--- config.mk ---
export PLATFORM = sky130hd
export DESIGN_NAME = ack_wait_retry_sender_flat
export DESIGN_NICKNAME = d
export VERILOG_FILES = /design/src/awrs_pkg.sv /design/src/awrs_in_if.sv /design/src/awrs_out_if.sv /design/src/awrs_core.sv /design/src/ack_wait_retry_sender.sv /design/src/flat_wrapper.sv
export SDC_FILE = /design/constraint.sdc
export NUM_CORES = 1
export LEC_CHECK = 0
export BUFFER_PORTS_ARGS = -buffer_cell sky130_fd_sc_hd__buf_2
export CORE_UTILIZATION = 45
export CTS_BUF_LIST = sky130_fd_sc_hd__clkbuf_4 sky130_fd_sc_hd__clkbuf_8
export DETAILED_ROUTE_END_ITERATION = 10
export GPL_ROUTABILITY_DRIVEN = 0
export SLEW_MARGIN = 20
export SYNTH_ARGS = -nofsm -noshare
export SYNTH_HDL_FRONTEND = slang
export SYNTH_SLANG_ARGS = --single-unit
--- constraint.sdc ---
create_clock -name clk_i -period 8.9 [get_ports clk_i]
set_input_delay 0 -clock clk_i [delete_from_list [all_inputs] [get_ports clk_i]]
set_output_delay 0 -clock clk_i [all_outputs]
set_load 0.02 [all_outputs]
--- src/awrs_pkg.sv ---
// Shared types and constants for the stop-and-wait acknowledgment sender.
// Used by the channel interfaces, the sender core and the top level.
package awrs_pkg;

  // Field widths
  localparam int unsigned OpcodeW = 2;
  localparam int unsigned NodeW   = 16;
  localparam int unsigned IdW     = 16;
  localparam int unsigned ProtoW  = 8;
  localparam int unsigned ActionW = 2;
  localparam int unsigned AttemptW = 3;
  localparam int unsigned TicksW  = 16;
  localparam int unsigned CfgIdxW = 2;
  localparam int unsigned CfgDataW = 16;

  // Input opcodes
  localparam logic [OpcodeW-1:0] OP_START = 2'd0;
  localparam logic [OpcodeW-1:0] OP_ID    = 2'd1;
  localparam logic [OpcodeW-1:0] OP_TICK  = 2'd2;
  localparam logic [OpcodeW-1:0] OP_FRAME = 2'd3;

  // Result actions
  localparam logic [ActionW-1:0] ACT_NONE      = 2'd0;
  localparam logic [ActionW-1:0] ACT_TRANSMIT  = 2'd1;
  localparam logic [ActionW-1:0] ACT_CONFIRMED = 2'd2;
  localparam logic [ActionW-1:0] ACT_FAILED    = 2'd3;

  // Protocol number of an acknowledgment frame
  localparam logic [ProtoW-1:0] ACK_PROTOCOL = 8'd1;

  // Configuration register indexes
  localparam logic [CfgIdxW-1:0] CFG_TIMEOUT  = 2'd0;
  localparam logic [CfgIdxW-1:0] CFG_MAX_ATT  = 2'd1;
  localparam logic [CfgIdxW-1:0] CFG_BACKOFF  = 2'd2;

  // Configuration reset values
  localparam logic [TicksW-1:0]   TIMEOUT_RST = 16'd15000;
  localparam logic [AttemptW-1:0] MAX_ATT_RST = 3'd3;
  localparam logic [TicksW-1:0]   BACKOFF_RST = 16'd3000;

  typedef struct packed {
    logic [OpcodeW-1:0] opcode;
    logic [NodeW-1:0]   dest_node;
    logic [IdW-1:0]     assigned_id;
    logic [ProtoW-1:0]  rx_protocol;
    logic [NodeW-1:0]   rx_source;
    logic [IdW-1:0]     rx_ack_id;
  } awrs_item_t;

  typedef struct packed {
    logic [ActionW-1:0]  action;
    logic [AttemptW-1:0] attempt_number;
  } awrs_res_t;

  typedef struct packed {
    logic [TicksW-1:0]   timeout_ticks;
    logic [AttemptW-1:0] max_attempts;
    logic [TicksW-1:0]   backoff_ticks;
  } awrs_cfg_t;

endpackage

--- src/awrs_in_if.sv ---
// Input channel of the sender: valid/ready handshake with one event item.
// Depends on awrs_pkg for field widths.
interface awrs_in_if;
  import awrs_pkg::*;

  logic                valid;
  logic                ready;
  logic [OpcodeW-1:0]  opcode;
  logic [NodeW-1:0]    dest_node;
  logic [IdW-1:0]      assigned_id;
  logic [ProtoW-1:0]   rx_protocol;
  logic [NodeW-1:0]    rx_source;
  logic [IdW-1:0]      rx_ack_id;

  modport source (
    output valid, opcode, dest_node, assigned_id, rx_protocol, rx_source, rx_ack_id,
    input  ready
  );

  modport sink (
    input  valid, opcode, dest_node, assigned_id, rx_protocol, rx_source, rx_ack_id,
    output ready
  );
endinterface

--- src/awrs_out_if.sv ---
// Output channel of the sender: valid/ready handshake with one result item.
// Depends on awrs_pkg for field widths.
interface awrs_out_if;
  import awrs_pkg::*;

  logic                valid;
  logic                ready;
  logic [ActionW-1:0]  action;
  logic [AttemptW-1:0] attempt_number;

  modport source (
    output valid, action, attempt_number,
    input  ready
  );

  modport sink (
    input  valid, action, attempt_number,
    output ready
  );
endinterface

--- src/awrs_core.sv ---
// Sender state machine: phase, attempt count, tick counter, target and id.
// Depends on awrs_pkg for item, result and configuration types.
module awrs_core (
  input  logic                clk_i,
  input  logic                rst_ni,
  input  logic                take_i,
  input  awrs_pkg::awrs_item_t item_i,
  input  awrs_pkg::awrs_cfg_t  cfg_i,
  output awrs_pkg::awrs_res_t  res_o
);
  import awrs_pkg::*;

  typedef enum logic [1:0] {
    PH_IDLE,
    PH_AWAIT_ID,
    PH_WAIT,
    PH_BACKOFF
  } phase_e;

  phase_e              phase_q, phase_d;
  logic [AttemptW-1:0] attempts_q, attempts_d;
  logic [TicksW-1:0]   elapsed_q, elapsed_d;
  logic [NodeW-1:0]    target_q, target_d;
  logic [IdW-1:0]      expected_q, expected_d;

  logic [TicksW-1:0]   elapsed_inc;
  logic [AttemptW-1:0] attempts_inc;
  logic [ActionW-1:0]  action;

  assign elapsed_inc  = elapsed_q + TicksW'(1);
  assign attempts_inc = attempts_q + AttemptW'(1);

  // Next state and action for the item at hand.
  always_comb begin
    phase_d    = phase_q;
    attempts_d = attempts_q;
    elapsed_d  = elapsed_q;
    target_d   = target_q;
    expected_d = expected_q;
    action     = ACT_NONE;

    unique case (item_i.opcode)
      OP_START: begin
        // A start always drops whatever send was running.
        target_d   = item_i.dest_node;
        attempts_d = '0;
        phase_d    = PH_AWAIT_ID;
        elapsed_d  = '0;
        action     = ACT_TRANSMIT;
      end
      OP_ID: begin
        if (phase_q == PH_AWAIT_ID) begin
          expected_d = item_i.assigned_id;
          elapsed_d  = '0;
          phase_d    = PH_WAIT;
        end
      end
      OP_TICK: begin
        if (phase_q == PH_WAIT) begin
          elapsed_d = elapsed_inc;
          if (elapsed_inc >= cfg_i.timeout_ticks) begin
            attempts_d = attempts_inc;
            if (attempts_inc < cfg_i.max_attempts) begin
              elapsed_d = '0;
              if (cfg_i.backoff_ticks == '0) begin
                phase_d = PH_AWAIT_ID;
                action  = ACT_TRANSMIT;
              end else begin
                phase_d = PH_BACKOFF;
              end
            end else begin
              phase_d   = PH_IDLE;
              elapsed_d = '0;
              action    = ACT_FAILED;
            end
          end
        end else if (phase_q == PH_BACKOFF) begin
          elapsed_d = elapsed_inc;
          if (elapsed_inc >= cfg_i.backoff_ticks) begin
            phase_d   = PH_AWAIT_ID;
            elapsed_d = '0;
            action    = ACT_TRANSMIT;
          end
        end
      end
      OP_FRAME: begin
        // Only a matching acknowledgment during the wait counts.
        if (phase_q == PH_WAIT && item_i.rx_protocol == ACK_PROTOCOL &&
            item_i.rx_source == target_q && item_i.rx_ack_id == expected_q) begin
          phase_d   = PH_IDLE;
          elapsed_d = '0;
          action    = ACT_CONFIRMED;
        end
      end
      default: ;
    endcase
  end

  // A confirmation counts the attempt that was acknowledged.
  assign res_o.action         = action;
  assign res_o.attempt_number = (action == ACT_CONFIRMED) ? attempts_inc : attempts_d;

  // State registers, updated once per item taken.
  always_ff @(posedge clk_i or negedge rst_ni) begin
    if (!rst_ni) begin
      phase_q    <= PH_IDLE;
      attempts_q <= '0;
      elapsed_q  <= '0;
      target_q   <= '0;
      expected_q <= '0;
    end else if (take_i) begin
      phase_q    <= phase_d;
      attempts_q <= attempts_d;
      elapsed_q  <= elapsed_d;
      target_q   <= target_d;
      expected_q <= expected_d;
    end
  end

`ifndef ASSERT_OFF
  // No time is counted before the packet id is known.
  a_no_count_idle: assert property (@(posedge clk_i) disable iff (!rst_ni)
    (phase_q == PH_IDLE || phase_q == PH_AWAIT_ID) |-> elapsed_q == '0)
    else $error("tick counter running outside wait or backoff");

  // A failure or confirmation ends the send.
  a_end_idle: assert property (@(posedge clk_i) disable iff (!rst_ni)
    (take_i && (action == ACT_FAILED || action == ACT_CONFIRMED)) |=> phase_q == PH_IDLE)
    else $error("send not ended after final result");

  // A transmit request always waits for a new packet id.
  a_tx_await: assert property (@(posedge clk_i) disable iff (!rst_ni)
    (take_i && action == ACT_TRANSMIT) |=> phase_q == PH_AWAIT_ID)
    else $error("transmit request without waiting for the packet id");
`endif
endmodule

--- src/ack_wait_retry_sender.sv ---
// Top level of the stop-and-wait acknowledgment sender.
// Depends on awrs_pkg, awrs_in_if, awrs_out_if and awrs_core.
//
// The sender accepts one event item per clock cycle and returns exactly one
// result item for each, in order. An item is taken into an input register,
// and as it moves on, a single pass of compare-and-count logic updates the send
// state and loads the result register, from which the result can be taken; the
// sustained rate is one item per cycle as long as the result side takes items.
// The result register and the input register together let a new item enter
// while a finished result still waits.
// Configuration registers are written through the plain write port and must
// only be changed while no items are in flight.
module ack_wait_retry_sender (
  input  logic                          clk_i,
  input  logic                          rst_ni,
  awrs_in_if.sink                       in_if,
  awrs_out_if.source                    out_if,
  input  logic                          cfg_we_i,
  input  logic [awrs_pkg::CfgIdxW-1:0]  cfg_idx_i,
  input  logic [awrs_pkg::CfgDataW-1:0] cfg_data_i
);
  import awrs_pkg::*;

  awrs_cfg_t  cfg_q;
  awrs_item_t in_q;
  logic       in_valid_q;
  awrs_res_t  out_q;
  logic       out_valid_q;
  awrs_res_t  res;
  logic       advance;

  // Item moves from input register to result register.
  assign advance     = in_valid_q && (!out_valid_q || out_if.ready);
  assign in_if.ready = !in_valid_q || advance;

  assign out_if.valid          = out_valid_q;
  assign out_if.action         = out_q.action;
  assign out_if.attempt_number = out_q.attempt_number;

  // Configuration registers; writes to unknown indexes are dropped.
  always_ff @(posedge clk_i or negedge rst_ni) begin
    if (!rst_ni) begin
      cfg_q.timeout_ticks <= TIMEOUT_RST;
      cfg_q.max_attempts  <= MAX_ATT_RST;
      cfg_q.backoff_ticks <= BACKOFF_RST;
    end else if (cfg_we_i) begin
      unique case (cfg_idx_i)
        CFG_TIMEOUT: cfg_q.timeout_ticks <= cfg_data_i;
        CFG_MAX_ATT: cfg_q.max_attempts  <= cfg_data_i[AttemptW-1:0];
        CFG_BACKOFF: cfg_q.backoff_ticks <= cfg_data_i;
        default: ;
      endcase
    end
  end

  // Input register.
  always_ff @(posedge clk_i or negedge rst_ni) begin
    if (!rst_ni) begin
      in_valid_q <= 1'b0;
    end else if (in_if.ready) begin
      in_valid_q <= in_if.valid;
    end
  end

  always_ff @(posedge clk_i) begin
    if (in_if.ready && in_if.valid) begin
      in_q.opcode      <= in_if.opcode;
      in_q.dest_node   <= in_if.dest_node;
      in_q.assigned_id <= in_if.assigned_id;
      in_q.rx_protocol <= in_if.rx_protocol;
      in_q.rx_source   <= in_if.rx_source;
      in_q.rx_ack_id   <= in_if.rx_ack_id;
    end
  end

  // Send state machine.
  awrs_core u_core (
    .clk_i  (clk_i),
    .rst_ni (rst_ni),
    .take_i (advance),
    .item_i (in_q),
    .cfg_i  (cfg_q),
    .res_o  (res)
  );

  // Result register.
  always_ff @(posedge clk_i or negedge rst_ni) begin
    if (!rst_ni) begin
      out_valid_q <= 1'b0;
    end else if (advance) begin
      out_valid_q <= 1'b1;
    end else if (out_if.ready) begin
      out_valid_q <= 1'b0;
    end
  end

  always_ff @(posedge clk_i) begin
    if (advance) begin
      out_q <= res;
    end
  end

`ifndef ASSERT_OFF
  // An item that may move always lands in the result register.
  a_item_moves: assert property (@(posedge clk_i) disable iff (!rst_ni)
    advance |=> out_valid_q)
    else $error("item lost between input and result registers");

  // A held input item stays while the result side is blocked.
  a_input_held: assert property (@(posedge clk_i) disable iff (!rst_ni)
    (in_valid_q && !advance) |=> in_valid_q)
    else $error("input item dropped without moving on");

  // The input register takes no item while it holds one that cannot move.
  a_no_overwrite: assert property (@(posedge clk_i) disable iff (!rst_ni)
    (in_valid_q && out_valid_q && !out_if.ready) |-> !in_if.ready)
    else $error("input register open while full and blocked");
`endif
endmodule

--- src/flat_wrapper.sv ---
// flat-port wrapper written by rule: the top's interface ports become plain ports
module ack_wait_retry_sender_flat import awrs_pkg::*;
  (clk_i, rst_ni, cfg_we_i, cfg_idx_i, cfg_data_i, in_if_valid, in_if_opcode, in_if_dest_node, in_if_assigned_id, in_if_rx_protocol, in_if_rx_source, in_if_rx_ack_id, in_if_ready, out_if_valid, out_if_action, out_if_attempt_number, out_if_ready);
  awrs_in_if in_if_i ();
  awrs_out_if out_if_i ();
  input  logic clk_i;
  input  logic rst_ni;
  input  logic cfg_we_i;
  input  logic [awrs_pkg::CfgIdxW-1:0] cfg_idx_i;
  input  logic [awrs_pkg::CfgDataW-1:0] cfg_data_i;
  input wire logic [$bits(in_if_i.valid)-1:0] in_if_valid;
  input wire logic [$bits(in_if_i.opcode)-1:0] in_if_opcode;
  input wire logic [$bits(in_if_i.dest_node)-1:0] in_if_dest_node;
  input wire logic [$bits(in_if_i.assigned_id)-1:0] in_if_assigned_id;
  input wire logic [$bits(in_if_i.rx_protocol)-1:0] in_if_rx_protocol;
  input wire logic [$bits(in_if_i.rx_source)-1:0] in_if_rx_source;
  input wire logic [$bits(in_if_i.rx_ack_id)-1:0] in_if_rx_ack_id;
  output wire logic [$bits(in_if_i.ready)-1:0] in_if_ready;
  output wire logic [$bits(out_if_i.valid)-1:0] out_if_valid;
  output wire logic [$bits(out_if_i.action)-1:0] out_if_action;
  output wire logic [$bits(out_if_i.attempt_number)-1:0] out_if_attempt_number;
  input wire logic [$bits(out_if_i.ready)-1:0] out_if_ready;
  assign in_if_i.valid = in_if_valid;
  assign in_if_i.opcode = in_if_opcode;
  assign in_if_i.dest_node = in_if_dest_node;
  assign in_if_i.assigned_id = in_if_assigned_id;
  assign in_if_i.rx_protocol = in_if_rx_protocol;
  assign in_if_i.rx_source = in_if_rx_source;
  assign in_if_i.rx_ack_id = in_if_rx_ack_id;
  assign in_if_ready = in_if_i.ready;
  assign out_if_valid = out_if_i.valid;
  assign out_if_action = out_if_i.action;
  assign out_if_attempt_number = out_if_i.attempt_number;
  assign out_if_i.ready = out_if_ready;
  ack_wait_retry_sender u_core (.clk_i(clk_i), .rst_ni(rst_ni), .in_if(in_if_i), .out_if(out_if_i), .cfg_we_i(cfg_we_i), .cfg_idx_i(cfg_idx_i), .cfg_data_i(cfg_data_i));
endmodule
# After elaboration in Yosys (flattened, before gate mapping)
# Index checks and enable logic that the tools add are counted.
dict set report word_totals {
  reg_bits 169
  input_bits 97
}
dict set report classes {
  mux 30
  order_cmp 3
  eq_ne 17
  n_reduce_logical 20
  add_sub_neg 2
}
# cell count
set op_table {}
lappend op_table {{$mux W16} 6}
lappend op_table {{$pmux W16 S4} 1}
lappend op_table {{$eq A16 B16 Y1} 2}
lappend op_table {{$ge A16 B16 Y1} 2}
lappend op_table {{$mux W2} 12}
lappend op_table {{$add A16 B1 Y16 const B} 1}
lappend op_table {{$logic_not A16 Y1} 1}
lappend op_table {{$eq A2 B2 Y1 const B} 6}
lappend op_table {{$mux W3} 3}
lappend op_table {{$ne A3 B3 Y1 const B} 3}
lappend op_table {{$eq A8 B1 Y1 const B} 1}
lappend op_table {{$pmux W2 S4} 1}
lappend op_table {{$reduce_and A2 Y1} 4}
lappend op_table {{$eq A2 B1 Y1 const B} 3}
lappend op_table {{$pmux W2 S3} 1}
lappend op_table {{$pmux W3 S2} 1}
lappend op_table {{$reduce_and A6 Y1} 1}
lappend op_table {{$logic_and A1 B1 Y1} 5}
lappend op_table {{$mux W1} 5}
lappend op_table {{$logic_not A2 Y1} 2}
lappend op_table {{$ne A2 B2 Y1 const B} 2}
lappend op_table {{$reduce_and A4 Y1} 1}
lappend op_table {{$add A3 B1 Y3 const B} 1}
lappend op_table {{$lt A3 B3 Y1} 1}
lappend op_table {{4 further kinds} 6}

# Depth between registers and ports, before layout
dict set report logic_depth {
  depth_word 8
  mapped_depth 16
  ltp_nobuf 14
}

# Cells and area by module
# Synthesis repeated with hierarchy kept, for this count alone.
dict set report hier_totals {
  hier_cells 587
  hier_area_um2 7731.2
}
# mod instances seq_area_each_um2 area_per_inst_um2 cells_each
set by_module_without_submodules {}
lappend by_module_without_submodules {awrs_core 1 1326.3 3923.8 425}
lappend by_module_without_submodules {ack_wait_retry_sender 1 3318.2 3807.4 162}

# Worst setup path before layout
# Ideal clock, no wire load.
dict set report synth_timing {
  path_type {flip-flop to flip-flop}
  from {register u_core.u_core.elapsed_q[0]}
  to {register u_core.out_q, in the netlist u_core.out_if.attempt_number[0] (data pin)}
  setup_ns 0.261
  stages_incl_launch_ff 15
  path_buffers 1
  path_slack_ns 5.462
  t_arrival_ns 3.177
  required_time_ns 8.639
  path_cell_list {dfrtp_1 ha_1 nand4_2 or2_1 buf_2 nor3_1 xnor2_1 inv_1 ha_1 nand2_1 o21a_1 a211o_1 nor2b_1 nor2_1 a311o_1}
}
# item line_no
set synth_lines {}
lappend synth_lines {{start, declared} awrs_core.sv:22} ;# logic [TicksW-1:0] elapsed_q, elapsed_d;
lappend synth_lines {{start signal, assigned} awrs_core.sv:114} ;# elapsed_q <= elapsed_d;
lappend synth_lines {{end signal, assigned} ack_wait_retry_sender.sv:99} ;# out_q <= res;
lappend synth_lines {{end, declared} ack_wait_retry_sender.sv:27} ;# awrs_res_t out_q;

# Worst setup path after layout
dict set report layout_timing {
  from {register u_core.u_core.elapsed_q[0]}
  to {register u_core.u_core.elapsed_q[7]}
}
dict set report layout_between {
  elab_chain_len 6
}
# item line_no
set layout_rtl {}
lappend layout_rtl {{$add A16 B1 Y16 *} awrs_core.sv:30} ;# assign elapsed_inc = elapsed_q + TicksW'(1);
lappend layout_rtl {{$ge A16 B16 Y1} awrs_core.sv:79} ;# if (elapsed_inc >= cfg_i.backoff_ticks) begin
lappend layout_rtl {{$mux W16} awrs_core.sv:79}
lappend layout_rtl {{$mux W16} awrs_core.sv:77} ;# end else if (phase_q == PH_BACKOFF) begin
lappend layout_rtl {{$mux W16 *} awrs_core.sv:59} ;# if (phase_q == PH_WAIT) begin
lappend layout_rtl {{$pmux W16 S4 *} awrs_core.sv:42} ;# unique case (item_i.opcode)
# Mark *: on every way between the ends. The rest lies on a longest branch, timed or not. The select of a mux whose other input is x is not followed.
# A chain may end at the register's enable or synchronous reset.

==> flow_summary.yaml <==
floorplan:
  floorplan.die_area_um2: 17600
  chipWidth_um: 133
  io-pin-count: 104
  start_util: 0.462
  die_height_um: 133
  row_count: 47
  fp.coreArea_um2: 16600
clocking:
  tritoncts: "yes"
  num_cts_buffers: 17
  ctsLongestPathBuffers: 2
  clk-insertion-delay-late_ns: 0.47
  htreeDepth: 4
  worst_setup_hold_path_clk_slew_ns: 0.09
  post_cts.repair.setup_buffers: 0
  cts-root-buf: "clkbuf_8"
  clock_sinks: 169
synthesis:
  synth_most_common_cell: "edfxtp_1"
  synth_seq_cells: 169
  synth_seq_area_share: 0.603
  synthesis.area_per_instance_um2: 13.1
  ys.flop_type: "edfxtp_1"
  ys.warnings.count: 0
  synth-edff-count: 79
  synth_cell_types: 64
  synth_async_sr_flop_share: 0.533
  ys_top_cells_by_count: "edfxtp_1, dfrtp_1, mux2_2"
  synth.largest_area_cell: "edfxtp_1"
  netlist_top_cells_area: "edfxtp_1, dfrtp_1, mux2_2"
  syn_area_um2: 7700
  synthesis.instances: 588
  syn_nets: 721
  yosys.area.top_type_share: 0.308
routing:
  routed_wl_mm: 15.7
  drt_pass1_iterations: 4
  wl_per_cell_um: 15.3
  highest-signal-layer: "met4"
  vias_per_cell: 5.04
  met2RoutedLength_mm: 8.17
  via_count: 5162
  postRouteAntennaNets: 0
  wirelength_met1_mm: 6.84
  wl_met3_um: 493
  post-route-drc-count: 0
  first_iter_violations: 272
timing:
  unrepaired_setup_endpoints_after_global_routing: "no"
  post-route-min-period_ns: 4.16
  setup_viol_count_final: 0
  slew_violations: 0
  worst_pin_slew_ns: 0.990
  clock_skew_ns: 0.0167
  post-route-period-util: 0.467
  report.final.hold_viol_count: 0
  finalSetupTns_ns: 0
  fmaxAchievable_mhz: 240
  maxSlewHeadroom: 0.338
finish:
  drive_gt1_frac: 0.279
  antennaDiodeCount: 0
  area.growth.synth_to_final_pct: 27.0
  nets: 924
  final_design_area_no_fill_um2: 9780
  final_design_utilization: 0.587
global_route:
  grt_pass1_vias: 5481
  wire_length_of_the_first_global_routing_pass_mm: 26.5
  grtUsageTotal: 0.193
  grt_start_max_net_pins: 75
  grt_antenna_before_repair: 0
  grt_remaining_overflow: 0
critical_path:
  end_kind: "flop"
  wp_data_required_ns: 9.24
  crit_path_top_delay_cell: "a2bb2oi_2"
  cp_data_arrival_time_ns: 4.50
  worstPathCellList: "ha_1 > nand4_2 > or2_1 > nor3_1 > xnor2_1 > inv_1 > ha_1 > nand4_1 > nor3_1 > a21oi_1 > a2bb2oi_2 > nor2_2 > a221o_1"
  critical-path-max-stage-delay_ns: 0.68
  timing_worst_setup_path_type: "flop to flop"
  critPathMaxFanout: 13
  setup.worst_path.start_class: "flop"
  cpLargestDelayFamily: "simple AND/OR/NAND/NOR gates"
  crit_buf_inv: 1
min_path:
  hold_path_class: "primary input to async pin"
place:
  half_perimeter_wire_length_after_detailed_placement_mm: 10.7
  number_of_port_buffers: 103
  detailed_place.area_um2: 8440
power_and_ir_drop:
  cellPowerDensity_nw_per_um2: 211
  power.ir.vdd_worst_mv: 0.157
  static-leakage-power_uw: 0.00411
flow_run:
  maximum_capacitance_violations: 0
status:
  outcome: "finished, final reports clean"
-- sequential cells by signal, indices dropped and copies added, names as in the netlist --
signal	cells
u_core.out_if.valid	1
u_core.in_q	74
u_core.u_core.phase_q	2
u_core.u_core.expected_q	16
u_core.u_core.elapsed_q	16
u_core.u_core.target_q	16
u_core.in_valid_q	1
u_core.out_if.attempt_number	3
u_core.out_if.action	2
u_core.u_core.attempts_q	3
u_core.cfg_q	35
-- cell type report --
class | instances | area (um^2)
clock buffers | 20 | 263
well taps | 220 | 275
clock inverters | 12 | 130
inverters | 42 | 158
fillers | 1330 | 6870
repair buffers | 200 | 1480
flip-flops and latches | 169 | 4640
multi-input cells | 361 | 2820
-- power breakdown --
part,leakage (uW),switching (uW),internal [uW]
registers,0.00185,92.6,960
logic,0.00207,219,247
clock network,0.000201,300,246
total,0.00411,612,1450
-- metrics by stage --
stage	worst slack [ns]	power (uW)	cells	hold WS (ns)
finish	4.74	2060	1024	0.0412
floorplan	5.46	1380	588	-0.296
global route	4.42	2200	1024	0.0815
detailed placement	4.81	1500	898	0.0000334
global placement	5.07	1490	898	0.00330
CTS	4.77	2090	1024	0.0566
-- routing by layer --
| metal | global-route usage | vias up |
|---|---|---|
| met2 | 0.342 | 102 |
| met5 | 0 | - |
| met4 | 0.0587 | 0 |
| met3 | 0.0418 | 17 |
| li1 | - | 2539 |
| met1 | 0.236 | 2504 |
-- kinds of logic after synthesis --
| kind of cell | after synthesis | synth area share |
|---|---|---|
| AOI/OAI and AO/OA | 83 | 0.0798 |
| xor gates and xnor gates | 45 | 0.0512 |
| adders and majority gates | 36 | 0.0585 |
| buffers and inverters | 58 | 0.0307 |
| DFF | 169 | 0.603 |
| muxes | 54 | 0.0788 |
| and+or+nand+nor | 143 | 0.0974 |
-- final timing paths --
path,from,to,slack [ns],cells after the start
worst max-delay path,u_core.u_core.elapsed_q[0],u_core.u_core.elapsed_q[7],4.74,13
worst min-delay path,rst_ni,u_core.cfg_q[6],0.04,2
worst max register to register,u_core.u_core.elapsed_q[0],u_core.u_core.elapsed_q[7],4.74,13
worst min register to register,u_core.in_q[43],u_core.u_core.expected_q[3],0.48,1
max in group asynchronous,rst_ni,u_core.cfg_q[14],7.78,3
min in group clk_i,cfg_idx_i[0],u_core.cfg_q[17],0.08,3
-- cell usage in the layout (no fill, tap or decap), types with 3 or more instances in the layout --
master	netlist	routed
nor3_1	7	7
inv_6	0	7
nand2_1	47	47
o31ai_2	3	3
buf_2	3	102
o21ai_0	20	20
nand2b_1	7	7
buf_4	0	4
nor4_1	4	4
edfxtp_1	79	79
dfstp_2	16	16
mux2_2	53	53
a21oi_1	15	15
nor2_1	21	20
nand4_1	16	16
nand3b_1	5	5
a2bb2oi_1	3	3
nor2b_1	5	5
dfrtp_1	74	74
xnor2_1	41	41
nand3_1	9	9
xor2_1	4	4
a31oi_1	5	5
clkbuf_8	0	18
a221o_1	4	4
inv_1	42	42
ha_1	36	36
a22o_1	6	6
dlygate4sd3_1	0	94
-- timing repair --
action	in CTS	in global routing
resized for setup	0	0
hold buffers	94	0
endpoints found under the hold margin	147	0
Power figures use the tool's default switching activity.
